[config.mk]
export PLATFORM = sky130hd
export DESIGN_NAME = odo_ctrl
export DESIGN_NICKNAME = d
export VERILOG_FILES = /design/src/sv/odo_pkg.sv /design/src/sv/odo_ctrl.sv
export SDC_FILE = /design/constraint.sdc
export NUM_CORES = 1
export LEC_CHECK = 0
export BUFFER_PORTS_ARGS = -buffer_cell sky130_fd_sc_hd__buf_2
export CAP_MARGIN = 30
export CORE_ASPECT_RATIO = 0.7
export CORE_MARGIN = 8
export CORE_UTILIZATION = 29
export DETAILED_ROUTE_END_ITERATION = 8
export PLACE_DENSITY_LB_ADDON = 0.25
export SLEW_MARGIN = 30
export SYNTH_ARGS = -nofsm -noshare
export SYNTH_HDL_FRONTEND = slang
export SYNTH_SLANG_ARGS = --single-unit
[constraint.sdc]
create_clock -name clk -period 2.1 [get_ports clk]
set_input_delay 0.105 -clock clk [delete_from_list [all_inputs] [get_ports clk]]
set_output_delay 0.105 -clock clk [all_outputs]
set_load 0.02 [all_outputs]
[src/sv/odo_pkg.sv]
// odometry package: shared types, register indexes and arithmetic helpers
// used by the controller, the datapath and the top level; no dependencies
package odo_pkg;

  localparam int ADDR_W = 5;
  localparam int CIDX_W = 5;
  localparam int ATAN_COUNT = 30;
  localparam logic signed [33:0] CORDIC_X0 = 34'sd652032874;

  localparam logic [2:0] REG_DIST = 3'd0;
  localparam logic [2:0] REG_RAD  = 3'd1;
  localparam logic [2:0] REG_ISEP = 3'd2;
  localparam logic [2:0] REG_IPER = 3'd3;
  localparam logic [2:0] REG_TURN = 3'd4;

  typedef enum logic [2:0] {
    PH_NONE,
    PH_LO,
    PH_HI,
    PH_ACC,
    PH_FIN
  } phase_t;

  typedef enum logic [3:0] {
    J_LM,
    J_RM,
    J_CM,
    J_DM,
    J_AM,
    J_LS,
    J_RS,
    J_LIN,
    J_ANG,
    J_X,
    J_Y,
    J_H
  } job_t;

  typedef struct packed {
    logic              load_in;
    logic              cord_init;
    logic              cord_step;
    logic [CIDX_W-1:0] cord_idx;
    phase_t            ph;
    job_t              job;
    logic              commit;
  } odo_cmd_t;

  typedef struct packed {
    logic [31:0] dist_per_tick;
    logic [31:0] rad_per_tick;
    logic [31:0] inv_separation;
    logic [31:0] inv_period;
    logic [31:0] turn_per_tick_diff;
  } odo_cfg_t;

  function automatic logic [29:0] atan_val(input logic [CIDX_W-1:0] idx);
    logic [29:0] v;
    unique case (idx)
      5'd0:  v = 30'd536870912;
      5'd1:  v = 30'd316933406;
      5'd2:  v = 30'd167458907;
      5'd3:  v = 30'd85004756;
      5'd4:  v = 30'd42667331;
      5'd5:  v = 30'd21354465;
      5'd6:  v = 30'd10679838;
      5'd7:  v = 30'd5340245;
      5'd8:  v = 30'd2670163;
      5'd9:  v = 30'd1335087;
      5'd10: v = 30'd667544;
      5'd11: v = 30'd333772;
      5'd12: v = 30'd166886;
      5'd13: v = 30'd83443;
      5'd14: v = 30'd41722;
      5'd15: v = 30'd20861;
      5'd16: v = 30'd10430;
      5'd17: v = 30'd5215;
      5'd18: v = 30'd2608;
      5'd19: v = 30'd1304;
      5'd20: v = 30'd652;
      5'd21: v = 30'd326;
      5'd22: v = 30'd163;
      5'd23: v = 30'd81;
      5'd24: v = 30'd41;
      5'd25: v = 30'd20;
      5'd26: v = 30'd10;
      5'd27: v = 30'd5;
      5'd28: v = 30'd3;
      5'd29: v = 30'd1;
      default: v = 30'd0;
    endcase
    return v;
  endfunction

  function automatic logic [31:0] apply_sign(input logic [31:0] mag, input logic neg);
    return neg ? 32'(-mag) : mag;
  endfunction

  function automatic logic [31:0] sat_add(input logic [31:0] a, input logic [32:0] d,
                                          input logic neg);
    logic signed [33:0] r;
    logic [33:0] de;
    de = {1'b0, d};
    r = $signed({{2{a[31]}}, a}) + $signed(neg ? 34'(-de) : de);
    if (!r[33] && (r[32:31] != 2'b00)) return 32'h7FFF_FFFF;
    else if (r[33] && (r[32:31] != 2'b11)) return 32'h8000_0000;
    else return r[31:0];
  endfunction

endpackage

[src/sv/odo_ctrl.sv]
// odometry controller: one-hot sequencer over the multiply jobs and cordic steps
// depends on odo_pkg
module odo_ctrl import odo_pkg::*; #(
  parameter int CORDIC_STEPS = 24
) (
  input  logic     clk,
  input  logic     rst,
  input  logic     in_valid,
  output logic     in_ready,
  output logic     out_valid,
  input  logic     out_ready,
  output odo_cmd_t cmd
);

  typedef enum logic [5:0] {
    S_IDLE = 6'b000001,
    S_LO   = 6'b000010,
    S_HI   = 6'b000100,
    S_ACC  = 6'b001000,
    S_FIN  = 6'b010000,
    S_UPD  = 6'b100000
  } state_t;

  state_t            state, state_next;
  job_t              job, job_next;
  logic              cord_run, cord_run_next;
  logic [CIDX_W-1:0] cidx, cidx_next;
  logic              out_valid_next;
  logic              accept, commit;

  assign in_ready = (state == S_IDLE);
  assign accept   = in_valid && in_ready;
  assign commit   = (state == S_UPD) && (!out_valid || out_ready);

  always_comb begin
    state_next    = state;
    job_next      = job;
    cord_run_next = cord_run;
    cidx_next     = cidx;
    if (cord_run) begin
      cidx_next = cidx + 1'b1;
      if (cidx == CIDX_W'(CORDIC_STEPS - 1)) cord_run_next = 1'b0;
    end
    unique case (state)
      S_IDLE: begin
        if (accept) begin
          state_next    = S_LO;
          job_next      = J_LM;
          cord_run_next = 1'b1;
          cidx_next     = '0;
        end
      end
      S_LO:  state_next = S_HI;
      S_HI:  state_next = S_ACC;
      S_ACC: state_next = S_FIN;
      S_FIN: begin
        if (job == J_H) begin
          state_next = S_UPD;
        end else begin
          state_next = S_LO;
          job_next   = job_t'(job + 4'd1);
        end
      end
      S_UPD: begin
        if (commit) state_next = S_IDLE;
      end
      default: state_next = S_IDLE;
    endcase
  end

  always_comb begin
    if (commit) out_valid_next = 1'b1;
    else if (out_ready) out_valid_next = 1'b0;
    else out_valid_next = out_valid;
  end

  always_ff @(posedge clk) begin
    if (rst) begin
      state     <= S_IDLE;
      job       <= J_LM;
      cord_run  <= 1'b0;
      cidx      <= '0;
      out_valid <= 1'b0;
    end else begin
      state     <= state_next;
      job       <= job_next;
      cord_run  <= cord_run_next;
      cidx      <= cidx_next;
      out_valid <= out_valid_next;
    end
  end

  always_comb begin
    cmd.load_in   = accept;
    cmd.cord_init = accept;
    cmd.cord_step = cord_run;
    cmd.cord_idx  = cidx;
    cmd.job       = job;
    cmd.commit    = commit;
    unique case (state)
      S_LO:    cmd.ph = PH_LO;
      S_HI:    cmd.ph = PH_HI;
      S_ACC:   cmd.ph = PH_ACC;
      S_FIN:   cmd.ph = PH_FIN;
      default: cmd.ph = PH_NONE;
    endcase
  end

endmodule

==> flow_metrics.env <==
export IMPL_h_tree_depth=1
export IMPL_path_class="reg -> reg"
export IMPL_antenna_found_initial=0
export IMPL_crit_required_ns=2.28
export IMPL_via_count=775
export IMPL_hold_viol=0
export IMPL_rr_startpoint="state[4]"
export IMPL_cp_top_family="simple AND/OR/NAND/NOR gates"
export IMPL_hold_buffers=0
export IMPL_cp_endpoint="job[2]"
export IMPL_ys_ff_latch=17
export IMPL_maxCapViolations=0
export IMPL_path_max_fanout=8
export IMPL_drt_first_pass_iters=4
export IMPL_grt_pass1_vias=730
export IMPL_setup_tns_ns=0
export IMPL_synth_cell_types=37
export IMPL_critPathMaxStageDelay_ns=0.51
export IMPL_yosys_area_top_type="dfxtp_1"
export IMPL_die_h_um=62.7
export IMPL_wl_um=1960
export IMPL_ys_async_sr_fraction=0
export IMPL_maxSlewViolCount=0
export IMPL_yosysWarnings=0
export IMPL_cts_resized=0
export IMPL_r2r_end="job[2]"
export IMPL_synthCells=102
export IMPL_synth_xor_area_share=0.0678
export IMPL_syn_cell_area_um2=905
export IMPL_root_buffer="clkbuf_8"
export IMPL_track_usage=0.0814
export IMPL_p_total_mw=0.693
export IMPL_ioPinCount=22
export IMPL_synth_flop_cell="dfxtp_1"
export IMPL_ant_nets=0
export IMPL_drive_above_1_share=0.256
export IMPL_post_cts_buffers=0
export IMPL_r2r_cells=4
export IMPL_startpoint_type="flip-flop"
export IMPL_port_buffers=21
export IMPL_yosysMostFrequentCell="dfxtp_1"
export IMPL_worstMarginPinSlew_ns=0.455
export IMPL_synth_common_cells="17 x dfxtp_1, 8 x nor2_1, 7 x nor3_1"
export IMPL_netlist_top_cells_area="dfxtp_1 38%, nor3_1 3.9%, xor2_1 3.9%"
export IMPL_grt_ovfl_total=0
export IMPL_fin_skew_ns=0.00296
export IMPL_die_area_mm2=0.00519
export IMPL_ys_seq_area_frac=0.376
export IMPL_place_congestion=0.761
export IMPL_coreArea_mm2=0.00306
export IMPL_cts_max_path_buffers=2
export IMPL_crit_cells=4
export IMPL_muxShareOfSynthArea=0.0346
export IMPL_clk_latency_ns=0.25
export IMPL_endpoint_kind="flip-flop"
export IMPL_cp_arrival_ns=2.14
export IMPL_ir_drop_mv=0.298
export IMPL_worstHoldPathType="in -> reg"
export IMPL_grt_max_degree=15
export IMPL_syn_num_nets=108
export IMPL_dp_hpwl_um=1510
export IMPL_slew_headroom=0.696
export IMPL_setup_viol=0
export IMPL_clock_fmax_ghz=0.511
export IMPL_syn_to_final_growth_pct=18.0
export IMPL_yosys_area_share_simple=0.302
export IMPL_die_w_um=82.8
export IMPL_run_status="complete, no violations"
export IMPL_n_antenna_cell=0
export IMPL_critPathLaunch="state[4]"
export IMPL_rrSetupSlack_ns=0.14
export IMPL_synth_top_area_frac=0.376
export IMPL_rows=17
export IMPL_finalCritPeriodShare=0.933
export IMPL_drt_wirelength_per_cell_um=12.3
export IMPL_grt_first_pass_wirelength_um=3370
export IMPL_synth_edf_count=0
export IMPL_crit_chain="or4b_4 > or2_4 > or4b_1 > a21oi_1"
export IMPL_synth_compound_area_frac=0.118
export IMPL_crit_buf_inv=0
export IMPL_worst_slack_ns=0.141
export IMPL_p_leak_nw=0.448
export IMPL_avgViaCountPerCell=4.87
export IMPL_crit_slowest_cell="or4b_4"
export IMPL_drt_iter0_drc=28
export IMPL_power_density_mw_per_mm2=650
export IMPL_avgSynthCellArea_um2=8.87
export IMPL_synth_top_family_by_area="simple AND/OR/NAND/NOR gates"
export IMPL_cts_tree="built"
export IMPL_clk_pin_slew_ns=0.07
export IMPL_nets=128
export IMPL_drc=0
export IMPL_place_ws_ns=0.193
export IMPL_post_route_min_period_ns=1.96
export IMPL_clock_sinks=17
export IMPL_start_util=0.295
export IMPL_numCtsBuffers=3
export IMPL_synthAdderAreaFrac=0.0277
export IMPL_rsz0062_at_grt="false"
-- worst min-delay path: stages --
cell,delay [ns]
buf_2,0.13
a22oi_1,0.09
nor2_1,0.07
-- layout make-up --
type                       instances  area [um2]
tap                               38        47.5
inverter                           5        18.8
sequential                        17         340
multi-input combinational         73         503
fill                             333        2000
clock buffer                       4        45.0
timing repair buffer              22         113
-- stage by stage --
| stage | instances | util | hold WS, ns | instance area (um2) |
|---|---|---|---|---|
| after global placement | 155 | 0.334 | 0.428 | 1020 |
| after CTS | 159 | 0.348 | 0.175 | 1070 |
| after global routing | 159 | 0.348 | 0.214 | 1070 |
| after detailed placement | 155 | 0.334 | 0.456 | 1020 |
| after floorplan | 102 | - | 0.264 | 911 |
| final | 159 | 0.348 | 0.179 | 1070 |
-- kinds of logic (layout without fill, tap and decap cells) --
family / after synthesis / in the layout
compound gates: 16 / 16
xor+xnor: 7 / 7
fa+ha+maj: 2 / 2
buf+inv: 12 / 31
flops: 17 / 17
mux: 3 / 3
simple gates: 45 / 45
-- how the worst min path moves through the flow --
stage,from,endpoint,slack (ns),depth (start not counted)
finish,in_valid,cord_run,0.18,3
global placement,in_valid,cord_run,0.43,3
floorplan,rst,state[3],0.26,2
global route,rst,cord_run,0.21,2
CTS,in_valid,cord_run,0.18,3
detailed placement,in_valid,cord_run,0.46,3
-- registers in the layout, summed over array words and instances, names as in the netlist --
name and count:
job 4, state 6, cidx 5, out_valid 1, cord_run 1
-- per-layer routing --
layer | GRT usage | wire [um] | vias up
li1 | - | - | 399
met1 | 0.109 | 954 | 360
met2 | 0.106 | 875 | 14
met3 | 0.0388 | 120 | 2
met4 | 0.0343 | 10 | 0
met5 | 0 | 0 | -
-- cells in the final DEF (no fill, tap or decap), types with 2 or more instances in the layout --
master | netlist | routed
buf_2 | 0 | 21
dfxtp_1 | 17 | 17
nor2_1 | 8 | 8
nor3_1 | 7 | 7
inv_1 | 5 | 5
a21oi_1 | 5 | 5
or3_1 | 4 | 4
xor2_1 | 4 | 4
nand2b_1 | 3 | 3
nor2b_1 | 3 | 3
xnor2_1 | 3 | 3
nand3b_1 | 3 | 3
o21ai_0 | 3 | 3
nand2_1 | 3 | 3
clkbuf_8 | 0 | 3
or2_4 | 2 | 2
and2_1 | 2 | 2
nand4_1 | 2 | 2
mux2i_1 | 2 | 2
ha_1 | 2 | 2
-- power by group --
part | internal, mW | leakage, nW | total [mW] | switching, mW
Combinational | 0.0429 | 0.287 | 0.103 | 0.0604
Sequential | 0.331 | 0.138 | 0.346 | 0.0148
Clock | 0.135 | 0.0228 | 0.244 | 0.109
Total | 0.509 | 0.448 | 0.693 | 0.184
(Power assumes the default switching activity.)
